==> config.mk <==
export PLATFORM = sky130hd
export DESIGN_NAME = biquad_df2_filter
export DESIGN_NICKNAME = d
export VERILOG_FILES = /design/src/hw/rtl/bqd_pkg.sv /design/src/hw/rtl/bqd_div.sv /design/src/hw/rtl/biquad_df2_filter.sv
export SDC_FILE = /design/constraint.sdc
export NUM_CORES = 2
export LEC_CHECK = 0
export CORE_ASPECT_RATIO = 1.2
export CORE_UTILIZATION = 65
export DETAILED_ROUTE_END_ITERATION = 10
export DONT_BUFFER_PORTS = 1
export GPL_ROUTABILITY_DRIVEN = 1
export PLACE_DENSITY = 0.91
export SETUP_SLACK_MARGIN = 0.5
export SLEW_MARGIN = 20
export SYNTH_ARGS = -nofsm -noshare
export SYNTH_HDL_FRONTEND = slang
export SYNTH_SLANG_ARGS = --single-unit
export TNS_END_PERCENT = 1
==> constraint.sdc <==
create_clock -name clk -period 10.6 [get_ports clk]
set_input_delay 0.53 -clock clk [delete_from_list [all_inputs] [get_ports clk]]
set_output_delay 0.53 -clock clk [all_outputs]
set_load 0.02 [all_outputs]
==> src/hw/rtl/bqd_pkg.sv <==
// Shared constants, register indexes and types of the biquad filter.
`default_nettype none

package bqd_pkg;

  // default widths of the top level parameters
  localparam int SAMPLE_WIDTH_DEF = 16;
  localparam int COEF_WIDTH_DEF   = 20;
  localparam int STATE_WIDTH_DEF  = 32;

  // fixed fraction bits of coefficients, delay state and the accumulator
  localparam int COEF_FRAC  = 16;
  localparam int STATE_FRAC = 16;
  localparam int ACC_FRAC   = COEF_FRAC + STATE_FRAC;

  // configuration register indexes
  localparam int CFG_IDX_W = 3;
  localparam logic [CFG_IDX_W-1:0] REG_FB_COEF_ONE  = 3'd0;
  localparam logic [CFG_IDX_W-1:0] REG_FB_COEF_TWO  = 3'd1;
  localparam logic [CFG_IDX_W-1:0] REG_FF_COEF_ZERO = 3'd2;
  localparam logic [CFG_IDX_W-1:0] REG_FF_COEF_ONE  = 3'd3;
  localparam logic [CFG_IDX_W-1:0] REG_FF_COEF_TWO  = 3'd4;

  // request kinds carried in in_tuser
  localparam logic REQ_SAMPLE = 1'b0;
  localparam logic REQ_PRESET = 1'b1;

  // divider status toward the sequencer
  typedef struct packed {
    logic busy;
    logic done;
  } bqd_div_stat_t;

endpackage

`default_nettype wire

==> src/hw/rtl/bqd_div.sv <==
// Restoring unsigned divider, one quotient bit per cycle.
`default_nettype none

module bqd_div
  import bqd_pkg::*;
#(
  parameter int NUM_W = 34,
  parameter int DEN_W = 19
) (
  input  wire logic             clk,
  input  wire logic             rst_n,
  input  wire logic             start,
  input  wire logic [NUM_W-1:0] num,
  input  wire logic [DEN_W-1:0] den,
  output bqd_div_stat_t         stat,
  output logic      [NUM_W-1:0] quot
);

  localparam int CNT_W = $clog2(NUM_W + 1);

  logic [NUM_W-1:0] quot_r;
  logic [DEN_W-1:0] rem_r;
  logic [DEN_W-1:0] den_r;
  logic [CNT_W-1:0] cnt_r;
  logic             busy_r;
  logic             done_r;

  logic [DEN_W:0] trial;
  logic [DEN_W:0] diff;
  logic           fits;

  // shift the next dividend bit into the partial remainder
  assign trial = {rem_r, quot_r[NUM_W-1]};
  assign diff  = trial - {1'b0, den_r};
  assign fits  = (trial >= {1'b0, den_r});

  always_ff @(posedge clk) begin
    if (!rst_n) begin
      busy_r <= 1'b0;
      done_r <= 1'b0;
      cnt_r  <= '0;
    end else begin
      done_r <= 1'b0;
      if (start) begin
        quot_r <= num;
        rem_r  <= '0;
        den_r  <= den;
        cnt_r  <= CNT_W'(NUM_W);
        busy_r <= 1'b1;
      end else if (busy_r) begin
        rem_r  <= fits ? diff[DEN_W-1:0] : trial[DEN_W-1:0];
        quot_r <= {quot_r[NUM_W-2:0], fits};
        cnt_r  <= cnt_r - CNT_W'(1);
        if (cnt_r == CNT_W'(1)) begin
          busy_r <= 1'b0;
          done_r <= 1'b1;
        end
      end
    end
  end

  assign stat.busy = busy_r;
  assign stat.done = done_r;
  assign quot      = quot_r;

endmodule

`default_nettype wire

==> src/hw/rtl/biquad_df2_filter.sv <==
// Direct form II biquad section on one shared multiply-accumulate unit.
//
//  channel | direction | beat content
//  --------+-----------+--------------------------------------------------
//  cfg_    | in        | cfg_index register index, cfg_data coefficient
//  in_     | in        | tdata sample_in, tuser req_type (0 sample, 1 preset)
//  out_    | out       | tdata sample_out, tuser saturated
//
// A sample beat runs through these steps from acceptance until the block is
// ready again: take the beat, the five products through the single
// multiplier, one more step per product chain for the registered product to
// reach the accumulator, round the state and round the output.
// A preset beat passes ST_PRE and waits in ST_DIV for the one-bit-per-cycle
// divider, or returns to idle from ST_PRE when 1 + a1 + a2 is zero.
// Reset (rst_n low, synchronous) clears the coefficients and both delay
// registers. The result sits in an output register; a new beat is taken while
// it waits, and only the final output step stalls when the previous result has
// not been taken.
`default_nettype none

module biquad_df2_filter
  import bqd_pkg::*;
#(
  parameter int SAMPLE_WIDTH = SAMPLE_WIDTH_DEF,
  parameter int COEF_WIDTH   = COEF_WIDTH_DEF,
  parameter int STATE_WIDTH  = STATE_WIDTH_DEF,
  localparam int DATA_W      = ((SAMPLE_WIDTH + 7) / 8) * 8
) (
  input  wire logic                  clk,
  input  wire logic                  rst_n,

  input  wire logic                  cfg_valid,
  output logic                       cfg_ready,
  input  wire logic [CFG_IDX_W-1:0]  cfg_index,
  input  wire logic [COEF_WIDTH-1:0] cfg_data,

  input  wire logic                  in_tvalid,
  output logic                       in_tready,
  input  wire logic [DATA_W-1:0]     in_tdata,   // [SAMPLE_WIDTH-1:0] sample_in
  input  wire logic [0:0]            in_tuser,   // [0] req_type

  output logic                       out_tvalid,
  input  wire logic                  out_tready,
  output logic      [DATA_W-1:0]     out_tdata,  // [SAMPLE_WIDTH-1:0] sample_out
  output logic      [0:0]            out_tuser   // [0] saturated
);

  // input sample aligned to the accumulator's fraction point
  localparam int XA_SHIFT = ACC_FRAC - (SAMPLE_WIDTH - 1);
  localparam int XA_W     = SAMPLE_WIDTH + XA_SHIFT;
  localparam int CMAX     = (COEF_WIDTH > COEF_FRAC) ? COEF_WIDTH : COEF_FRAC;
  localparam int ACC_W    = STATE_WIDTH + CMAX + 2;
  localparam int SUM_W    = ACC_W + 1;
  localparam int PROD_W   = COEF_WIDTH + STATE_WIDTH;
  localparam int W_SHIFT  = ACC_FRAC - STATE_FRAC;
  localparam int Y_SHIFT  = XA_SHIFT;
  localparam int RW_W     = SUM_W - W_SHIFT;
  localparam int RY_W     = SUM_W - Y_SHIFT;
  // preset divider widths
  localparam int DBASE    = (COEF_WIDTH > COEF_FRAC + 1) ? COEF_WIDTH : COEF_FRAC + 1;
  localparam int DEN_W    = DBASE + 2;
  localparam int NUM_W    = ((XA_W > DEN_W) ? XA_W : DEN_W) + 1;
  localparam int CMP_W    = ((NUM_W > STATE_WIDTH) ? NUM_W : STATE_WIDTH) + 1;

  localparam logic [SUM_W-1:0] W_HALF = SUM_W'(1) << (W_SHIFT - 1);
  localparam logic [SUM_W-1:0] Y_HALF = SUM_W'(1) << (Y_SHIFT - 1);
  localparam logic [DEN_W-1:0] DEN_ONE = DEN_W'(1) << COEF_FRAC;
  localparam logic [CMP_W-1:0] LIM_NEG = CMP_W'(1) << (STATE_WIDTH - 1);
  localparam logic [CMP_W-1:0] LIM_POS = LIM_NEG - CMP_W'(1);
  localparam logic [STATE_WIDTH-1:0]  ST_MAX = {1'b0, {(STATE_WIDTH - 1){1'b1}}};
  localparam logic [STATE_WIDTH-1:0]  ST_MIN = {1'b1, {(STATE_WIDTH - 1){1'b0}}};
  localparam logic [SAMPLE_WIDTH-1:0] SM_MAX = {1'b0, {(SAMPLE_WIDTH - 1){1'b1}}};
  localparam logic [SAMPLE_WIDTH-1:0] SM_MIN = {1'b1, {(SAMPLE_WIDTH - 1){1'b0}}};

  typedef enum logic [3:0] {
    ST_IDLE, ST_PRE, ST_DIV,
    ST_FB0, ST_FB1, ST_FB2, ST_WR,
    ST_FF0, ST_FF1, ST_FF2, ST_FF3, ST_OUT
  } state_t;

  state_t state_r;

  // coefficient registers, Q4.16
  logic signed [COEF_WIDTH-1:0] a1_r, a2_r, b0_r, b1_r, b2_r;

  // delay line and working registers
  logic signed [STATE_WIDTH-1:0] d1_r, d2_r, w_r;
  logic signed [ACC_W-1:0]       acc_r;
  logic signed [PROD_W-1:0]      prod_r;
  logic signed [DEN_W-1:0]       den_r;
  logic                          neg_r;
  logic                          clip_r;

  logic                    out_valid_r;
  logic [SAMPLE_WIDTH-1:0] out_data_r;
  logic                    out_sat_r;

  logic in_beat;
  logic out_free;

  logic signed [SAMPLE_WIDTH-1:0] x_in;
  logic signed [ACC_W-1:0]        xa_ext;
  logic signed [DEN_W-1:0]        den_c;

  logic signed [COEF_WIDTH-1:0]  mul_c;
  logic signed [STATE_WIDTH-1:0] mul_s;
  logic signed [PROD_W-1:0]      mul_p;

  logic [SUM_W-1:0]        rw_sum, ry_sum;
  logic [RW_W-1:0]         rw;
  logic [RY_W-1:0]         ry;
  logic                    w_fits, y_fits;
  logic [STATE_WIDTH-1:0]  w_sat;
  logic [SAMPLE_WIDTH-1:0] y_sat;

  logic [ACC_W-1:0] acc_neg;
  logic [XA_W-1:0]  n_mag;
  logic [DEN_W-1:0] d_mag;
  logic [NUM_W-1:0] div_num;
  logic             div_start;
  bqd_div_stat_t    div_stat;
  logic [NUM_W-1:0] div_quot;
  logic [CMP_W-1:0] q_ext, q_neg;
  logic [STATE_WIDTH-1:0] pre_w;

  assign cfg_ready  = 1'b1;
  assign in_tready  = (state_r == ST_IDLE);
  assign in_beat    = in_tvalid && in_tready;
  assign out_free   = !out_valid_r || out_tready;

  assign out_tvalid = out_valid_r;
  assign out_tdata  = DATA_W'(out_data_r);
  assign out_tuser  = out_sat_r;

  assign x_in   = in_tdata[SAMPLE_WIDTH-1:0];
  assign xa_ext = ACC_W'(x_in) <<< XA_SHIFT;
  // 1 + a1 + a2 in Q.16
  assign den_c  = DEN_W'(a1_r) + DEN_W'(a2_r) + DEN_ONE;

  // operand select for the shared multiplier
  always_comb begin
    unique case (state_r)
      ST_FB0:  begin mul_c = a1_r; mul_s = d1_r; end
      ST_FB1:  begin mul_c = a2_r; mul_s = d2_r; end
      ST_FF0:  begin mul_c = b0_r; mul_s = w_r;  end
      ST_FF1:  begin mul_c = b1_r; mul_s = d1_r; end
      ST_FF2:  begin mul_c = b2_r; mul_s = d2_r; end
      default: begin mul_c = a1_r; mul_s = d1_r; end
    endcase
  end

  assign mul_p = mul_c * mul_s;

  // round half up, then clip to the state width
  assign rw_sum = SUM_W'(acc_r) + W_HALF;
  assign rw     = rw_sum[SUM_W-1:W_SHIFT];
  assign w_fits = (&rw[RW_W-1:STATE_WIDTH-1]) || !(|rw[RW_W-1:STATE_WIDTH-1]);
  assign w_sat  = w_fits ? rw[STATE_WIDTH-1:0] : (rw[RW_W-1] ? ST_MIN : ST_MAX);

  // round half up, then clip to the sample width
  assign ry_sum = SUM_W'(acc_r) + Y_HALF;
  assign ry     = ry_sum[SUM_W-1:Y_SHIFT];
  assign y_fits = (&ry[RY_W-1:SAMPLE_WIDTH-1]) || !(|ry[RY_W-1:SAMPLE_WIDTH-1]);
  assign y_sat  = y_fits ? ry[SAMPLE_WIDTH-1:0] : (ry[RY_W-1] ? SM_MIN : SM_MAX);

  // preset: magnitudes and rounding offset for round-to-nearest division
  assign acc_neg   = -acc_r;
  assign n_mag     = acc_r[ACC_W-1] ? acc_neg[XA_W-1:0] : acc_r[XA_W-1:0];
  assign d_mag     = den_r[DEN_W-1] ? -den_r : den_r;
  assign div_num   = NUM_W'(n_mag) + NUM_W'(d_mag >> 1);
  assign div_start = (state_r == ST_PRE) && (den_r != '0);

  // apply the sign to the quotient and clip to the state width
  assign q_ext = CMP_W'(div_quot);
  assign q_neg = -q_ext;
  always_comb begin
    if (neg_r) begin
      pre_w = (q_ext > LIM_NEG) ? ST_MIN : q_neg[STATE_WIDTH-1:0];
    end else begin
      pre_w = (q_ext > LIM_POS) ? ST_MAX : q_ext[STATE_WIDTH-1:0];
    end
  end

  bqd_div #(
    .NUM_W (NUM_W),
    .DEN_W (DEN_W)
  ) u_div (
    .clk   (clk),
    .rst_n (rst_n),
    .start (div_start),
    .num   (div_num),
    .den   (d_mag),
    .stat  (div_stat),
    .quot  (div_quot)
  );

  // coefficient writes; unknown indexes drop
  always_ff @(posedge clk) begin
    if (!rst_n) begin
      a1_r <= '0;
      a2_r <= '0;
      b0_r <= '0;
      b1_r <= '0;
      b2_r <= '0;
    end else if (cfg_valid && cfg_ready) begin
      unique case (cfg_index)
        REG_FB_COEF_ONE:  a1_r <= cfg_data;
        REG_FB_COEF_TWO:  a2_r <= cfg_data;
        REG_FF_COEF_ZERO: b0_r <= cfg_data;
        REG_FF_COEF_ONE:  b1_r <= cfg_data;
        REG_FF_COEF_TWO:  b2_r <= cfg_data;
        default: ;
      endcase
    end
  end

  // sequencer: state, delay line, accumulator and output register
  always_ff @(posedge clk) begin
    if (!rst_n) begin
      state_r     <= ST_IDLE;
      d1_r        <= '0;
      d2_r        <= '0;
      out_valid_r <= 1'b0;
    end else begin
      // drop a taken beat; in ST_OUT the next result takes its place instead
      if (out_valid_r && out_tready && (state_r != ST_OUT)) begin
        out_valid_r <= 1'b0;
      end
      prod_r <= mul_p;
      unique case (state_r)
        ST_IDLE: begin
          if (in_beat) begin
            acc_r <= xa_ext;
            den_r <= den_c;
            state_r <= (in_tuser[0] == REQ_PRESET) ? ST_PRE : ST_FB0;
          end
        end
        ST_PRE: begin
          neg_r <= acc_r[ACC_W-1] ^ den_r[DEN_W-1];
          if (den_r == '0) begin
            // no steady state exists: clear the delay line
            d1_r    <= '0;
            d2_r    <= '0;
            state_r <= ST_IDLE;
          end else begin
            state_r <= ST_DIV;
          end
        end
        ST_DIV: begin
          if (div_stat.done) begin
            d1_r    <= pre_w;
            d2_r    <= pre_w;
            state_r <= ST_IDLE;
          end
        end
        ST_FB0: state_r <= ST_FB1;
        ST_FB1: begin
          acc_r   <= acc_r - ACC_W'(prod_r);
          state_r <= ST_FB2;
        end
        ST_FB2: begin
          acc_r   <= acc_r - ACC_W'(prod_r);
          state_r <= ST_WR;
        end
        ST_WR: begin
          w_r     <= w_sat;
          clip_r  <= !w_fits;
          acc_r   <= '0;
          state_r <= ST_FF0;
        end
        ST_FF0: state_r <= ST_FF1;
        ST_FF1: begin
          acc_r   <= acc_r + ACC_W'(prod_r);
          state_r <= ST_FF2;
        end
        ST_FF2: begin
          acc_r   <= acc_r + ACC_W'(prod_r);
          state_r <= ST_FF3;
        end
        ST_FF3: begin
          acc_r   <= acc_r + ACC_W'(prod_r);
          state_r <= ST_OUT;
        end
        ST_OUT: begin
          // hold until the previous result has left the output register
          if (out_free) begin
            out_valid_r <= 1'b1;
            out_data_r  <= y_sat;
            out_sat_r   <= clip_r || !y_fits;
            d2_r        <= d1_r;
            d1_r        <= w_r;
            state_r     <= ST_IDLE;
          end
        end
        default: state_r <= ST_IDLE;
      endcase
    end
  end

`ifndef ASSERT_OFF
  // the divider finishes only while the sequencer waits for it
  a_div_done_in_wait: assert property (@(posedge clk) disable iff (!rst_n)
    div_stat.done |-> (state_r == ST_DIV))
    else $error("divider finished outside the preset wait");

  // a finished sample always shows up on the output at the next edge
  a_out_loaded: assert property (@(posedge clk) disable iff (!rst_n)
    (state_r == ST_OUT) && out_free |=> out_tvalid)
    else $error("finished sample did not reach the output register");

  // the delay line holds while products are being accumulated
  a_delay_hold: assert property (@(posedge clk) disable iff (!rst_n)
    (state_r != ST_IDLE) && (state_r != ST_PRE) && (state_r != ST_DIV) &&
    (state_r != ST_OUT) |=> $stable(d1_r) && $stable(d2_r))
    else $error("delay line changed in the middle of a sample");
`endif

endmodule

`default_nettype wire

Yosys cells after proc, flatten, opt, wreduce, memory -nomap -nowiden

Index checks and enable logic that the tools add are counted.

Reductions and logical operators: 43
Bitwise operators: 3
Add/subtract/negate cells: 12
$lt $le $gt $ge: 3
Mux-type cells: 38
Equality and inequality tests: 21
Multiply operators: 1

Operators with widths:

| cell                     | number |
|---|---|
| $mux W32                 | 9 |
| $pmux W54 S4             | 1 |
| $pmux W32 S3             | 2 |
| $pmux W20 S4             | 1 |
| $mux W34                 | 2 |
| $mux W22                 | 3 |
| $pmux W32 S2             | 1 |
| $add A54 B17 Y55 const B | 1 |
| $add A54 B18 Y55 const B | 1 |
| $add A54 B52 Y54         | 1 |
| $mux W54                 | 1 |
| $sub A54 B52 Y54         | 1 |
| $mul A20 B32 Y52         | 1 |
| $pmux W4 S12             | 1 |
| $add A33 B21 Y34         | 1 |
| $gt A34 B31 Y1 const B   | 1 |
| $gt A34 B32 Y1 const B   | 1 |
| $mux W33                 | 1 |
| $neg A33 Y33             | 1 |
| $mux W16                 | 2 |
| $neg A32 Y32             | 1 |
| $ge A23 B22 Y1           | 1 |
| $reduce_and A23 Y1       | 1 |
| $reduce_or A23 Y1        | 1 |
| 39 further kinds         | 84 |

Output and inout port bits: 20
Word-level logic and storage cells: 145
Bits of input ports: 45
Bits in registers: 434

Depth between registers and ports, before layout

Depth in word-level cells: 6
Mapped depth: 35
Mapped depth without buffers: 31

Modules after synthesis

From an unflattened synthesis, not the netlist that was laid out.

Cells, all modules: 5,756
Area total of the unflattened synthesis: 51,015.2 µm²

Modules (own cells, without submodules):

| module            | cells each | area an instance (µm²) | instances | seq. area each (µm²) |
|---|---|---|---|---|
| biquad_df2_filter | 5,347      | 46,275.6               | 1         | 8,758.4 |
| bqd_div           | 409        | 4,739.5                | 1         | 2,502.4 |

Worst setup path after synthesis

No wires, ideal clock.

Path kind: register -> register
Start point: reg state_r[1]
End point: reg prod_r[49] (data pin)
Library setup time: 0.258 ns
Setup slack: 1.474 ns
Buffers on the path: 4
Data required time: 10.342 ns
Cell stages (with the launch flop): 36
Arrival time: 8.868 ns
Period minus slack after synthesis: 9.126 ns
Cells stage by stage: dfxtp_1 clkbuf_1 nand2_1 nor3b_1 or3_1 clkbuf_1 clkbuf_1 nand2_1 o21ai_0 nand2_1 o21ai_1 clkbuf_1 nor2_1 fa_1 inv_1 fa_1 inv_1 fa_1 inv_1 fa_1 inv_1 fa_1 inv_1 fa_1 fa_1 inv_1 ha_1 a21o_1 a21o_1 a21o_1 a21o_1 a21o_1 a21oi_1 o21ai_0 a31oi_1 xnor2_1

Longest elaborated chain between the ends: 4
Elaborated cells on any way between the ends: 8
Classes of those cells: 1 x mul; 4 x eq/ne; 2 x mux; 1 x reduce/logical

Ends and longest elaborated chain:

| item                                         | RTL line                 | RTL |
|---|---|---|
| from (decl)                                  | biquad_df2_filter.sv:81  | `state_t state_r;` |
| from (signal assigned)                       | biquad_df2_filter.sv:235 | `state_r <= (in_tuser[0] == REQ_PRESET) ? ST_PRE : ST_FB0;` |
| $eq A4 B4 Y1 or $eq A4 B3 Y1 (tied branches) | biquad_df2_filter.sv:142 | `unique case (state_r)` |
| $reduce_or A2 Y1 (no source line)            | --                       |  |
| $pmux W32 S2                                 | biquad_df2_filter.sv:142 |  |
| $mul A20 B32 Y52 (*)                         | biquad_df2_filter.sv:152 | `assign mul_p = mul_c * mul_s;` |
| via mul_p[49]                                | biquad_df2_filter.sv:107 | `logic signed [PROD_W-1:0] mul_p;` |
| to (signal assigned)                         | biquad_df2_filter.sv:229 | `prod_r <= mul_p;` |
| to (decl)                                    | biquad_df2_filter.sv:89  | `logic signed [PROD_W-1:0] prod_r;` |

The timed path passes the listed nets; every way through them passes the cells marked *.
A chain may end at the register's enable or synchronous reset.

Worst setup path after layout

Start point: reg state_r[0]
End point: reg prod_r[48] (data pin)

Same word-level chain as after synthesis.

==> flow_summary.yaml <==
outcome:
  status: "finished clean"
power_and_ir_drop:
  p_int_uw: 8070
  swShare_pct: 52.7
  ir_worst_vdd_uv: 313
  switching_power_uw: 9010
  pwr-share-comb_pct: 72.1
  power_density_nw_per_um2: 319
  clock_power_share_pct: 10.0
  seq_power_share_pct: 18.0
  p_leak_uw: 0.0234
floorplanning:
  pin_count: 65
  fp.coreArea_sq_um: 77600
  start_util_pct: 65.5
  fp.dieW_microns: 257
  die_y_microns: 308
  dieArea_sq_um: 79400
  core.rowCount: 112
setup_path:
  crit_path_max_fanout: 37
  crit_top_cell: "fa_1"
  r2r_start: "state_r[0]"
  slowest_delay_ns: 0.56
  worstPathArrival_ns: 10.29
  startpoint_type: "flop"
  worst_ep_required_time_ns: 11.05
  crit_path_start: "state_r[0]"
  reg2regPathDepth: 32
  regToRegSetupSlack_ns: 0.77
  cp-end-kind: "flop"
  crit_type: "flop to flop"
  r2r-end: "prod_r[48]"
  crit_slowest_cell: "dfxtp_1"
min_path:
  hold_end: "a2_r[5]"
  min_from: "cfg_data[5]"
  hold_path_class: "input pin to flop"
  whs_path_depth: 2
global_route:
  overflow: 0
  antenna_found_initial: 1
  grt_use_total_pct: 38.7
  grt_max_degree: 231
  grt_pass1_vias: 44242
  grt_pass1_wl_microns: 240000
place:
  port_buffers: 0
  dp_hpwl_microns: 118000
  dpl_cell_area_sq_um: 51900
  gp_congestion: 1.03
  placed_cells: 6730
  dp_slack_ns: 0.778
synth:
  syn_area_per_cell_sq_um: 8.62
  synth_edf_count: 257
  syn-num-nets: 6863
  synth_top_area_share_pct: 25.2
  yosys.area_share.simple_pct: 16.8
  ys.flop_type: "edfxtp_1"
  synth_top_family_by_area: "adder cells"
  async_reset_ff_share_pct: 0
  yosysTopAreaCell: "fa_1"
  synthMuxAreaShare_pct: 0.101
  yosys_warnings: 0
  synthAdderAreaFrac_pct: 32.0
  yosys.area_share.xor_xnor_pct: 5.36
  synth.distinct_cells: 90
  ys_seq_area_share_pct: 22.1
  synth_area_sq_um: 50800
  yosys-top-cells-area: "fa_1, edfxtp_1, dfxtp_1"
  ys_ff_latch: 434
  synthCells: 5901
  synth_compound_area_share_pct: 15.2
clock_network:
  clock_sinks: 434
  numCtsBuffers: 47
  clock-root-buffer: "clkbuf_16"
  clkTransAtPathRegs_ns: 0.07
  clockBufferDepth: 3
  cts_tree: "done"
  clock_latency_ns: 0.63
  htree_levels: 2
  hold_buffers: 0
finish:
  nets: 6723
  fin_cells: 6826
  area_growth_syn_to_layout_pct: 5.45
  drive_gt1_share_pct: 4.45
  finish.instance_area_sq_um: 53600
timing:
  rsz0062_at_grt: "true"
  whs_ns: 0.0562
  slew_headroom_pct: 27.4
  fin_ws_ns: 0.766
  finClkSkew_ns: 0.0508
  worst_pin_slew_ns: 1.08
  fin_crit_ns: 9.83
  slew_violations: 0
  hold_viol: 0
  fmax_mhz: 102
  finalCritPeriodShare_pct: 92.8
  fin_setup_tns_ns: 0
  setup_viol: 0
detailed_routing:
  drc: 0
  wirelength_microns: 152000
  routed-via-count: 44013
  dr.pass1.iters: 10
  wire_per_inst_microns: 22.2
  first_iter_violations: 5969
  vias_per_cell: 6.45
  drtAntennaViolNets: 0
job:
  drv_cap: 0
[synthesized netlist by cell type, types with 8 or more instances]
cell type,n
a21o_1,80
nor3b_1,8
a221o_1,31
buf_1,11
xnor2_1,203
xor2_1,108
o31ai_1,40
clkbuf_1,273
nand2b_1,45
a221oi_1,36
o21ai_0,253
o22ai_1,11
or4_1,16
a21boi_0,107
inv_1,838
nand3_1,90
and4_1,8
dfxtp_1,177
nor2_1,596
nor4_1,36
a31oi_1,35
nor3_1,91
edfxtp_1,257
ha_1,277
nand4_1,47
or3_1,35
fa_1,640
o21a_1,28
a211oi_1,15
o211ai_1,24
a21oi_1,322
o21bai_1,29
a222oi_1,20
a311oi_1,20
and3_1,46
or2_2,18
and2_1,57
o31a_1,13
nand2_1,778
o41ai_1,21
nor2b_1,21
a211o_1,14
[how the worst max path moves through the flow]
stage,end,cells past startpoint
3_5_place_dp,prod_r[45],29
6_report,prod_r[48],32
4_1_cts,prod_r[45],29
3_3_place_gp,prod_r[45],29
5_1_grt,prod_r[49],34
2_1_floorplan,prod_r[49],35
[per-layer routing]
metal	GRT usage (%)	routed length [microns]	up-vias
met4	23.9	11100	0
li1	-	-	19239
met3	8.48	17700	661
met5	0	0	-
met2	61.7	68700	2920
met1	48.1	54300	21193
[cells in the final DEF, fill, tap and decap left out, types with 21 or more instances in the layout]
| cell type | Yosys | layout |
|---|---|---|
| inv_1 | 838 | 837 |
| nand2_1 | 778 | 776 |
| fa_1 | 640 | 638 |
| nor2_1 | 596 | 590 |
| a21oi_1 | 322 | 313 |
| ha_1 | 277 | 277 |
| edfxtp_1 | 257 | 257 |
| o21ai_0 | 253 | 250 |
| xnor2_1 | 203 | 202 |
| dfxtp_1 | 177 | 177 |
| xor2_1 | 108 | 108 |
| a21boi_0 | 107 | 106 |
| buf_4 | 1 | 100 |
| nand3_1 | 90 | 90 |
| nor3_1 | 91 | 90 |
| a21o_1 | 80 | 79 |
| and2_1 | 57 | 57 |
| nand4_1 | 47 | 47 |
| clkbuf_16 | 0 | 47 |
| and3_1 | 46 | 46 |
| nand2b_1 | 45 | 45 |
| o31ai_1 | 40 | 40 |
| a221oi_1 | 36 | 36 |
| or3_1 | 35 | 35 |
| nor4_1 | 36 | 35 |
| a31oi_1 | 35 | 35 |
| a221o_1 | 31 | 31 |
| o21bai_1 | 29 | 29 |
| o21a_1 | 28 | 28 |
| o211ai_1 | 24 | 24 |
| nor2b_1 | 21 | 21 |
[logic make-up after synthesis]
group,Yosys count
mux,5
other cells,1
simple gates,1927
compound gates,1174
flops,434
xor+xnor,311
fa+ha+maj,917
buf+inv,1132
[registers in the layout, summed over array words and instances, names as in the netlist, 6 cells and up]
signal and cells:
acc_r 54, prod_r 52, u_div.quot 34, d1_r 32
d2_r 32, w_r 32, den_r 22, u_div.den_r 22
u_div.rem_r 22, a1_r 20, a2_r 20, b0_r 20
b1_r 20, b2_r 20, out_tdata 16, u_div.cnt_r 6
[worst max-delay path, delay by kind of cell, from the launching register on]
kind / cells / cell delay (ns)
compound gates: 10 / 2.75
fa+ha+maj: 8 / 3.97
buf+inv: 7 / 1.23
flops: 1 / 0.56
simple gates: 7 / 1.14
[power by group through the flow]
stage | registers, uW | logic (uW) | clock network, uW
6_report | 3070 | 12300 | 1700
5_1_grt | 3110 | 13600 | 1770
4_1_cts | 3040 | 12000 | 1710
3_5_place_dp | 3060 | 11900 | 0
3_3_place_gp | 3050 | 11500 | 0
2_1_floorplan | 2810 | 8920 | 0
[what timing repair did]
item | 4_1_cts | 5_1_grt
resized for setup | 0 | 16
setup buffers | 0 | 8
hold endpoints to repair | 0 | 0
endpoints found under the setup margin | 0 | 13
[stage by stage]
step           total power (uW)  util (%)
2_1_floorplan             11700         -
3_3_place_gp              14500      66.8
3_5_place_dp              15000      66.8
4_1_cts                   16700      68.9
5_1_grt                   18400      69.1
6_report                  17100      69.1
[area by class of cell]
| class | instances | area [sq um] |
|---|---|---|
| timing repair buffer | 103 | 802 |
| inverter | 840 | 3160 |
| fill | 5773 | 24000 |
| sequential | 434 | 11300 |
| clock buffer | 62 | 1290 |
| tap | 1026 | 1280 |
| antenna | 1 | 2.50 |
| clock inverter | 25 | 305 |
| multi-input combinational | 4335 | 35500 |
No activity file was read; power rests on OpenSTA's default activity.
